`config.mk`:
```
export PLATFORM = sky130hd
export DESIGN_NAME = unordered_bag_swap_remove
export DESIGN_NICKNAME = d
export VERILOG_FILES = /design/src/hw/rtl/ubag_pkg.sv /design/src/hw/rtl/unordered_bag_swap_remove.sv /design/src/hw/rtl/ubag_cell.sv
export SDC_FILE = /design/constraint.sdc
export NUM_CORES = 2
export LEC_CHECK = 0
export ABC_CLOCK_PERIOD_IN_PS = 7700
export CAP_MARGIN = 10
export CORE_MARGIN = 2
export CORE_UTILIZATION = 64
export CTS_CLUSTER_SIZE = 16
export DETAILED_ROUTE_END_ITERATION = 10
export DONT_BUFFER_PORTS = 1
export GPL_TIMING_DRIVEN = 0
export HOLD_SLACK_MARGIN = 0.02
export PLACE_DENSITY_LB_ADDON = 0.1
export SLEW_MARGIN = 10
export SYNTH_ARGS = -nofsm -noshare
export SYNTH_HDL_FRONTEND = slang
export SYNTH_HIERARCHICAL = 1
export SYNTH_SLANG_ARGS = --single-unit
```
`constraint.sdc`:
```
create_clock -name clk_i -period 7.7 [get_ports clk_i]
set_input_delay 0.385 -clock clk_i [delete_from_list [all_inputs] [get_ports clk_i]]
set_output_delay 0.385 -clock clk_i [all_outputs]
set_load 0.005 [all_outputs]
```
`src/hw/rtl/ubag_pkg.sv`:
```
// Shared types and constants for the unordered bag with swap removal.
`timescale 1ns / 1ps
`default_nettype none

package ubag_pkg;

  localparam int DEF_CAPACITY  = 16;
  localparam int DEF_ELEM_BITS = 32;

  localparam int REQ_W      = 3;
  localparam int VALUE_W    = 32;
  localparam int INDEX_W    = 4;
  localparam int COUNT_W    = 5;
  localparam int S_DATA_W   = 40;
  localparam int M_DATA_W   = 40;

  localparam int DEF_IDX_W  = $clog2(DEF_CAPACITY);
  localparam int DEF_CNT_W  = $clog2(DEF_CAPACITY + 1);
  localparam int DEF_CMP_W  = (DEF_CNT_W > INDEX_W) ? DEF_CNT_W : INDEX_W;

  typedef enum logic [REQ_W-1:0] {
    REQ_INSERT     = 3'd0,
    REQ_REMOVE_IDX = 3'd1,
    REQ_REMOVE_LST = 3'd2,
    REQ_REMOVE_VAL = 3'd3,
    REQ_CONTAINS   = 3'd4,
    REQ_GET        = 3'd5,
    REQ_CLEAR      = 3'd6
  } req_e;

  typedef enum logic [1:0] {
    STAT_OK    = 2'd0,
    STAT_FULL  = 2'd1,
    STAT_RANGE = 2'd2
  } status_e;

  typedef enum logic [1:0] {
    ST_IDLE,
    ST_SCAN,
    ST_FIN
  } state_e;

  // Default shapes of the token, broadcast and write groups, for the default parameters.
  typedef struct packed {
    logic                     valid;
    logic                     hit;
    logic [DEF_IDX_W-1:0]     pos;
    logic [DEF_ELEM_BITS-1:0] data;
    logic [DEF_ELEM_BITS-1:0] last;
  } def_tok_t;

  typedef struct packed {
    logic                     match_en;
    logic [DEF_ELEM_BITS-1:0] key;
    logic [DEF_CMP_W-1:0]     idx;
    logic [DEF_CMP_W-1:0]     count;
    logic [DEF_CMP_W-1:0]     last_pos;
  } def_bc_t;

  typedef struct packed {
    logic                     en;
    logic [DEF_IDX_W-1:0]     pos;
    logic [DEF_ELEM_BITS-1:0] data;
  } def_wr_t;

endpackage

`default_nettype wire

```
`src/hw/rtl/unordered_bag_swap_remove.sv`:
```
// Top level of the unordered bag: request decoding, scan control and result register.
//
// Requests arrive on the slave stream: tuser carries the request kind, tdata the
// value and the index. Every request yields exactly one result item on the master
// stream, carrying the read value, the found flag, a status code and the count of
// entries held afterwards.
// Insert, clear, unknown kinds and requests rejected up front (full, empty or an
// index out of range) complete at once: the result is valid on the cycle after
// the request is taken. Remove at index, remove last, remove by value, contains
// and get send a token down the row of CAPACITY cells, one cell per cycle. When
// it leaves the last cell it is captured and the scan moves to its final step,
// which loads the result register; the length of the cell row sets the delay.
// One request is in progress at a time, until its result is loaded.
// A new request is taken while idle, provided the result register is empty or is
// being emptied in the same cycle. When the receiver stalls, a finished scan waits
// in its final step and no further request is taken. Reset empties the bag and
// the result register; entry contents are left undefined and are never read
// before being written.
`timescale 1ns / 1ps
`default_nettype none

module unordered_bag_swap_remove #(
  parameter int CAPACITY  = ubag_pkg::DEF_CAPACITY,
  parameter int ELEM_BITS = ubag_pkg::DEF_ELEM_BITS
) (
  input  wire logic                          clk_i,
  input  wire logic                          rst_ni,
  input  wire logic                          s_axis_tvalid,
  output logic                               s_axis_tready,
  // value [31:0], index [35:32], zero [39:36]
  input  wire logic [ubag_pkg::S_DATA_W-1:0] s_axis_tdata,
  // req_type [2:0]
  input  wire logic [ubag_pkg::REQ_W-1:0]    s_axis_tuser,
  output logic                               m_axis_tvalid,
  input  wire logic                          m_axis_tready,
  // read_value [31:0], found [32], status [34:33], count [39:35]
  output logic [ubag_pkg::M_DATA_W-1:0]      m_axis_tdata
);
  import ubag_pkg::*;

  localparam int IdxW = $clog2(CAPACITY);
  localparam int CntW = $clog2(CAPACITY + 1);
  localparam int CmpW = (CntW > INDEX_W) ? CntW : INDEX_W;

  typedef struct packed {
    logic                 valid;
    logic                 hit;
    logic [IdxW-1:0]      pos;
    logic [ELEM_BITS-1:0] data;
    logic [ELEM_BITS-1:0] last;
  } tok_t;

  typedef struct packed {
    logic                 match_en;
    logic [ELEM_BITS-1:0] key;
    logic [CmpW-1:0]      idx;
    logic [CmpW-1:0]      count;
    logic [CmpW-1:0]      last_pos;
  } bc_t;

  typedef struct packed {
    logic                 en;
    logic [IdxW-1:0]      pos;
    logic [ELEM_BITS-1:0] data;
  } wr_t;

  state_e          state_q, state_d;
  req_e            req_q, req_d;
  req_e            in_req;
  bc_t             bc_q, bc_d;
  logic            inject_q, inject_d;
  tok_t            res_q, res_d;
  logic [CntW-1:0] count_q, count_d;
  wr_t             wr;

  logic            out_valid_q, out_valid_d;
  logic [31:0]     rd_q, rd_d;
  logic            found_q, found_d;
  status_e         status_q, status_d;
  logic [4:0]      count_out_q, count_out_d;

  tok_t                 chain [CAPACITY+1];
  logic [ELEM_BITS-1:0] in_key;
  logic [CmpW-1:0]      in_idx;
  logic [CmpW-1:0]      cnt_c;
  logic                 out_free;
  logic                 accept;
  logic                 load_out;

  assign in_req   = req_e'(s_axis_tuser);
  assign in_key   = ELEM_BITS'(s_axis_tdata[VALUE_W-1:0]);
  assign in_idx   = CmpW'(s_axis_tdata[VALUE_W+INDEX_W-1:VALUE_W]);
  assign cnt_c    = CmpW'(count_q);
  assign out_free = !out_valid_q || m_axis_tready;

  assign s_axis_tready = (state_q == ST_IDLE) && out_free;
  assign accept        = s_axis_tvalid && s_axis_tready;

  always_comb begin
    chain[0]       = '0;
    chain[0].valid = inject_q;
  end

  for (genvar g = 0; g < CAPACITY; g++) begin : g_cell
    ubag_cell #(
      .CAPACITY (CAPACITY),
      .ELEM_BITS(ELEM_BITS),
      .POS      (g),
      .tok_t    (tok_t),
      .bc_t     (bc_t),
      .wr_t     (wr_t)
    ) u_cell (
      .clk_i (clk_i),
      .rst_ni(rst_ni),
      .tok_i (chain[g]),
      .tok_o (chain[g+1]),
      .bc_i  (bc_q),
      .wr_i  (wr)
    );
  end

  always_comb begin
    state_d     = state_q;
    req_d       = req_q;
    bc_d        = bc_q;
    inject_d    = 1'b0;
    res_d       = res_q;
    count_d     = count_q;
    wr          = '0;
    load_out    = 1'b0;
    rd_d        = '0;
    found_d     = 1'b0;
    status_d    = STAT_OK;

    unique case (state_q)
      ST_IDLE: begin
        if (accept) begin
          req_d            = in_req;
          bc_d.match_en    = (in_req == REQ_REMOVE_VAL) || (in_req == REQ_CONTAINS);
          bc_d.key         = in_key;
          bc_d.idx         = in_idx;
          bc_d.count       = cnt_c;
          bc_d.last_pos    = cnt_c - CmpW'(1);
          unique case (in_req) inside
            REQ_INSERT: begin
              load_out = 1'b1;
              if (count_q == CntW'(CAPACITY)) begin
                status_d = STAT_FULL;
              end else begin
                wr.en    = 1'b1;
                wr.pos   = IdxW'(count_q);
                wr.data  = in_key;
                count_d  = count_q + CntW'(1);
              end
            end
            REQ_REMOVE_IDX, REQ_GET: begin
              if (in_idx >= cnt_c) begin
                load_out = 1'b1;
                status_d = STAT_RANGE;
              end else begin
                inject_d = 1'b1;
                state_d  = ST_SCAN;
              end
            end
            REQ_REMOVE_LST: begin
              if (count_q == '0) begin
                load_out = 1'b1;
                status_d = STAT_RANGE;
              end else begin
                inject_d = 1'b1;
                state_d  = ST_SCAN;
              end
            end
            REQ_REMOVE_VAL, REQ_CONTAINS: begin
              if (count_q == '0) begin
                load_out = 1'b1;
              end else begin
                inject_d = 1'b1;
                state_d  = ST_SCAN;
              end
            end
            REQ_CLEAR: begin
              load_out = 1'b1;
              count_d  = '0;
            end
            default: begin
              load_out = 1'b1;
            end
          endcase
        end
      end
      ST_SCAN: begin
        if (chain[CAPACITY].valid) begin
          res_d   = chain[CAPACITY];
          state_d = ST_FIN;
        end
      end
      ST_FIN: begin
        if (out_free) begin
          load_out = 1'b1;
          state_d  = ST_IDLE;
          unique case (req_q) inside
            REQ_REMOVE_IDX, REQ_REMOVE_VAL: begin
              found_d = (req_q == REQ_REMOVE_VAL) && res_q.hit;
              if (res_q.hit) begin
                wr.en   = 1'b1;
                wr.pos  = res_q.pos;
                wr.data = res_q.last;
                count_d = count_q - CntW'(1);
                rd_d    = 32'(res_q.data);
              end
            end
            REQ_REMOVE_LST: begin
              count_d = count_q - CntW'(1);
              rd_d    = 32'(res_q.last);
            end
            REQ_CONTAINS: begin
              found_d = res_q.hit;
            end
            REQ_GET: begin
              rd_d = 32'(res_q.data);
            end
            default: begin
            end
          endcase
        end
      end
      default: begin
        state_d = ST_IDLE;
      end
    endcase

    count_out_d = 5'(count_d);
    out_valid_d = load_out || (out_valid_q && !m_axis_tready);
  end

  always_ff @(posedge clk_i or negedge rst_ni) begin
    if (!rst_ni) begin
      state_q     <= ST_IDLE;
      inject_q    <= 1'b0;
      count_q     <= '0;
      out_valid_q <= 1'b0;
    end else begin
      state_q     <= state_d;
      inject_q    <= inject_d;
      count_q     <= count_d;
      out_valid_q <= out_valid_d;
    end
  end

  always_ff @(posedge clk_i) begin
    req_q <= req_d;
    bc_q  <= bc_d;
    res_q <= res_d;
    if (load_out) begin
      rd_q        <= rd_d;
      found_q     <= found_d;
      status_q    <= status_d;
      count_out_q <= count_out_d;
    end
  end

  assign m_axis_tvalid = out_valid_q;
  assign m_axis_tdata  = {count_out_q, status_q, found_q, rd_q};

endmodule

`default_nettype wire

```
`src/hw/rtl/ubag_cell.sv`:
```
// One storage cell of the bag: holds an entry and inspects the passing scan token.
`timescale 1ns / 1ps
`default_nettype none

module ubag_cell #(
  parameter int  CAPACITY  = ubag_pkg::DEF_CAPACITY,
  parameter int  ELEM_BITS = ubag_pkg::DEF_ELEM_BITS,
  parameter int  POS       = 0,
  parameter type tok_t     = ubag_pkg::def_tok_t,
  parameter type bc_t      = ubag_pkg::def_bc_t,
  parameter type wr_t      = ubag_pkg::def_wr_t
) (
  input  wire logic clk_i,
  input  wire logic rst_ni,
  input  wire tok_t tok_i,
  output tok_t      tok_o,
  input  wire bc_t  bc_i,
  input  wire wr_t  wr_i
);
  import ubag_pkg::*;

  localparam int IdxW = $clog2(CAPACITY);
  localparam int CntW = $clog2(CAPACITY + 1);
  localparam int CmpW = (CntW > INDEX_W) ? CntW : INDEX_W;
  localparam logic [IdxW-1:0] PosI = IdxW'(POS);
  localparam logic [CmpW-1:0] PosC = CmpW'(POS);

  logic [ELEM_BITS-1:0] entry_q;
  tok_t                 tok_q;
  tok_t                 tok_d;

  always_comb begin
    tok_d = tok_i;
    if (tok_i.valid) begin
      if (bc_i.match_en) begin
        if (!tok_i.hit && (PosC < bc_i.count) && (entry_q == bc_i.key)) begin
          tok_d.hit  = 1'b1;
          tok_d.pos  = PosI;
          tok_d.data = entry_q;
        end
      end else if (PosC == bc_i.idx) begin
        tok_d.hit  = 1'b1;
        tok_d.pos  = PosI;
        tok_d.data = entry_q;
      end
      if (PosC == bc_i.last_pos) begin
        tok_d.last = entry_q;
      end
    end
  end

  always_ff @(posedge clk_i or negedge rst_ni) begin
    if (!rst_ni) begin
      tok_q <= '0;
    end else begin
      tok_q <= tok_d;
    end
  end

  always_ff @(posedge clk_i) begin
    if (wr_i.en && (wr_i.pos == PosI)) begin
      entry_q <= wr_i.data;
    end
  end

  assign tok_o = tok_q;

endmodule

`default_nettype wire

```
After elaboration in Yosys (flattened, before gate mapping)
Index checks and enable logic that the tools add are counted.
- flip-flop bits (word level): 1800
- output and inout port bits: 42
- word-level logic and storage cells: 417
- add/subtract/negate cells: 2
- $lt $le $gt $ge: 17
- equal/unequal tests: 81
- mux-type cells: 119
- reductions and logical operators: 84
- operators by type and width (kind ; count):
    $mux 37 ; 54
    $mux 69 ; 16
    $mux 32 ; 17
    $eq 32x32->1 ; 16
    $pmux 32 s3 ; 1
    $pmux 37 s2 ; 1
    $logic_and 1x1->1 ; 51
    $eq 4x5->1 const A ; 8
    $lt 4x5->1 const A ; 8
    $eq 4x4->1 const A ; 8
    $eq 4x4->1 const B ; 8
    $pmux 5 s2 ; 3
    $eq 3x5->1 const A ; 4
    $lt 3x5->1 const A ; 4
    $mux 5 ; 4
    $logic_not 1->1 ; 17
    $eq 3x4->1 const A ; 4
    $eq 4x3->1 const B ; 4
    $eq 3x3->1 const B ; 5
    $logic_not 5->1 ; 3
    $mux 2 ; 7
    $eq 3x2->1 const B ; 4
    $pmux 2 s3 ; 2
    $eq 2x5->1 const A ; 2
    other kinds (29) ; 52

Depth between registers and ports, before layout
- depth in word-level cells: 8
- depth in mapped cells: 10
- gate-level depth less buffers: 9

Modules after synthesis
Netlist, hierarchy kept.
- modules (own cells, without submodules) (module ; instances ; cells each ; area an instance (µm²)):
    unordered_bag_swap_remove ; 1 ; 403 ; 6585.1
    ubag_cell (g_cell[11].u_cell) ; 1 ; 395 ; 4912.2
    ubag_cell (g_cell[8].u_cell) ; 1 ; 387 ; 4774.6
    ubag_cell (g_cell[4].u_cell) ; 1 ; 387 ; 4758.3
    ubag_cell (g_cell[3].u_cell) ; 1 ; 387 ; 4719.5
    ubag_cell (g_cell[2].u_cell) ; 1 ; 386 ; 4715.8
    ubag_cell (g_cell[10].u_cell) ; 1 ; 386 ; 4709.5
    ubag_cell (g_cell[1].u_cell) ; 1 ; 387 ; 4698.3
    ubag_cell (g_cell[0].u_cell) ; 1 ; 420 ; 4678.2
    ubag_cell (g_cell[6].u_cell) ; 1 ; 386 ; 4669.5
    ubag_cell (g_cell[12].u_cell) ; 1 ; 349 ; 4529.3
    ubag_cell (g_cell[14].u_cell) ; 1 ; 349 ; 4515.6
    ubag_cell (g_cell[7].u_cell) ; 1 ; 349 ; 4503.1
    ubag_cell (g_cell[9].u_cell) ; 1 ; 231 ; 4062.6
    +3 rows ; n/a ; n/a ; n/a

Worst setup path before layout
Ideal clock, no wire load.
- path type: register -> register
- start: register count_q[1], in the netlist cnt_c[1]
- end: register g_cell[4].u_cell.entry_q[0], enable pin
- arrival time: 5.093 ns
- slack: 2.106 ns
- stages on the path, launching flop included: 10
- buffers on the path: 1
- cell sequence: dfrtp_1 inv_1 ha_1 or3b_1 buf_2 nor2_8 inv_1 ha_1 a22o_1 nor4_1
- RTL lines (element ; RTL line ; RTL):
    start: declaration ; unordered_bag_swap_remove.sv:73 ; logic [CntW-1:0] count_q, count_d;
    start signal: assignment ; unordered_bag_swap_remove.sv:246 ; count_q <= count_d;
    end signal: assignment ; ubag_cell.sv:62 ; entry_q <= wr_i.data;
    end: declaration ; ubag_cell.sv:28 ; logic [ELEM_BITS-1:0] entry_q;

==> run summary <==
Synth cell types -> 104
crit path launch -> state_q[0]
placed cell area -> 84000 um2
post-synthesis xor/xnor area fraction -> 5.69%
Mapped Cells -> 5890
Crit path required time -> 8.21 ns
global route overflow -> 0
Final min period -> 4.97 ns
Synth area leaders -> dfrtp_1 36%, edfxtp_1 26%, mux2_2 6.5%
final setup vio count -> 0
dpl ws -> 2.96 ns
Yosys reg bits -> 1800
Worst-path clk slew -> 0.06 ns
Leakage -> 0.0329 uW
Die ar. -> 126000 um2
Simple-Gate Fraction of Synth Area -> 11.6%
first-pass iteration count of the detailed router -> 6
mux share of post-synthesis cell area -> 9.16%
initial antenna violation count -> 22
Max Fanout on Critical Path -> 16
ANT nets after route -> 0
actual slew at the worst max-slew pin -> 1.42 ns
Vert. Die Dim -> 355 um
Peak VDD IR -> 0.340 mV
DR vias -> 57900
synthesized area -> 79000 um2
Post-CTS Setup Bufs -> 0
reg2reg start -> state_q[0]
ys async rst share -> 62.7%
most frequent cells after synthesis -> 1129 x dfrtp_1, 671 x edfxtp_1, 458 x mux2_2
post-route design area -> 90800 um2
synthesized-area fraction occupied by adder cells -> 0.111%
compound-cell area share of the yosys netlist -> 9.24%
pin count of the biggest net entering global routing -> 1130
vias in the first global route -> 55900
largest family of logic cells by synthesized area -> simple AND/OR/NAND/NOR gates
fmax -> 0.201 GHz
crit start category -> register
buffer depth of the longest clock path -> 3
Setup Crit Path Kind -> register to register
Power Density -> 214 nW/um2
first-pass GRT wire length -> 408000 um
Tcrit/Tclk final -> 64.5%
register area share after synthesis -> 61.3%
drt total wl -> 291000 um
RSZ-0062 raised after global routing -> false
max-slew violations -> 0
Yosys top cell by area -> dfrtp_1
Initial Util -> 64.7%
fin nets -> 6389
Placer Congestion -> 0.994
Slew headroom -> 5.44%
Layout area overhead -> 15.0%
Worst Hold Class -> input port to register
fin worst setup slack -> 2.73 ns
drt initial violations -> 9804
DIE WIDTH -> 355 um
H-tree depth -> 4
average size of a mapped cell -> 13.4 um2
most frequent cell after synthesis -> dfrtp_1
Synth Flop Type -> dfrtp_1
CTS tree -> built
crit path DAT -> 5.48 ns
CTS root buffer -> clkbuf_16
DP Wirelength -> 207000 um
clock skew -> 0.0374 ns
Hold Crit Start -> s_axis_tdata[30]
vias per cell -> 7.11
Global Route Usage Sum -> 46.0%
clock latency at the later pin of the worst-skew pair -> 0.83 ns
number of max-cap violations -> 0
total clock buffers created by CTS -> 177
crit end category -> register
Num Clock Sinks -> 1800
DR WL/cell -> 35.7 um
Rows -> 128
core footprint -> 122000 um2
final hold violation count -> 0
Yosys Warn Count -> 6
drt drc -> 0
share of layout cells above drive strength 1 -> 19.7%
outcome -> finished, final reports clean
EDFF count, synth -> 671
Synth top area share -> 35.8%
IO buf count -> 0
Boundary Pins -> 89
## worst paths after layout
path | slack, ns | cells past startpoint | end
min in group asynchronous | 0.27 | 2 | g_cell[7].u_cell/tok_o[58]
max | 2.73 | 13 | g_cell[4].u_cell/entry_q[25]
max in group asynchronous | 5.14 | 4 | g_cell[0].u_cell/tok_o[41]
min | 0.07 | 1 | g_cell[14].u_cell/entry_q[30]
min reg2reg | 0.41 | 0 | res_q[50]
max reg2reg | 2.73 | 13 | g_cell[4].u_cell/entry_q[25]
## registers in the layout, indices dropped and copies added, names as in the netlist
register and flops:
bc_q 47, cnt_c 5, count_out_q 5, found_q 1, g_cell.u_cell/entry_q 512, g_cell.u_cell/tok_o 1120
inject_q 1, m_axis_tvalid 1, rd_q 32, req_q 3, res_q 69, state_q 2
status_q 2
## area by class of cell
class                   instances  area [um2]
fillers                      7706       31200
flip-flops and latches       1800       48400
inverters                      46         173
diodes                         27        67.6
well taps                    1625        2030
plain buffers                 409        2150
clock buffers                 243        5120
repair buffers                179        3370
multi-input cells            3722       28700
clock inverters                88         800
## worst max-delay path, cell delays in order, from the launching register on
cell,delay [ns]
dfrtp_1,0.41
buf_6,0.16
nand2b_4,0.19
nor2_4,0.15
nand2_2,0.10
nor3b_4,0.85
buf_6,0.25
a22o_1,0.81
nand2_1,0.15
nor4_2,0.69
buf_4,0.32
buf_4,0.19
buf_4,0.19
buf_4,0.18
## placed cells by master (no fill, tap or decap), types with 69 or more instances in the layout
cell          n
dfrtp_1    1129
edfxtp_1    671
mux2_2      458
nand4_1     399
xnor2_1     300
a22oi_1     286
nand3_1     258
clkbuf_1    241
xor2_1      213
and2_1      200
o21ai_0     194
clkbuf_16   188
nand2_1     181
mux2_4      100
buf_2        97
a2bb2oi_1    96
o211ai_1     96
conb_1       88
o21ai_1      76
nor4_1       74
nor2b_1      73
buf_16       69
## logic make-up after synthesis
logic type	after synthesis
AND/OR/NAND/NOR	1506
flip-flops	1800
buffers and inverters	455
XOR/XNOR	513
multiplexers	609
other	1
AO/OA/AOI/OAI	999
adder cells (fa/ha/maj)	7
## through the flow
stage	power, uW	std cells	utilization [%]	TNS (ns)	hold slack [ns]
global placement	10600	7602	66.6	-136.35	0.113
CTS	19300	8096	74.1	0	-0.752
global route	19800	8114	74.4	0	0.0331
finish	19400	8139	74.4	0	0.0686
detailed placement	10600	7723	68.9	0	0.107
floorplan	10500	5977	-	0	0.0894
## timing repair
item / in CTS / in global routing
hold endpoints to repair: 1183 / 478
hold buffers: 42 / 2
resized for setup: 0 / 0
## power breakdown
group / switching, uW / total [uW] / internal, uW
sequential: 84.2 / 10100 / 10100
clock: 3870 / 8830 / 4960
combinational: 253 / 416 / 163
total: 4210 / 19400 / 15200
## metal layers
metal  vias to the layer above  share of wire, %  wire, um  track usage, %
met4                        12               7.4     21400            27.6
met1                     29100                35    103000            60.1
met3                      1115                13     39200            15.8
met2                      4670                44    127000            66.9
li1                      23000                 -         -               -
met5                         -             0.033        97               0
No activity file was read; power rests on OpenSTA's default activity.
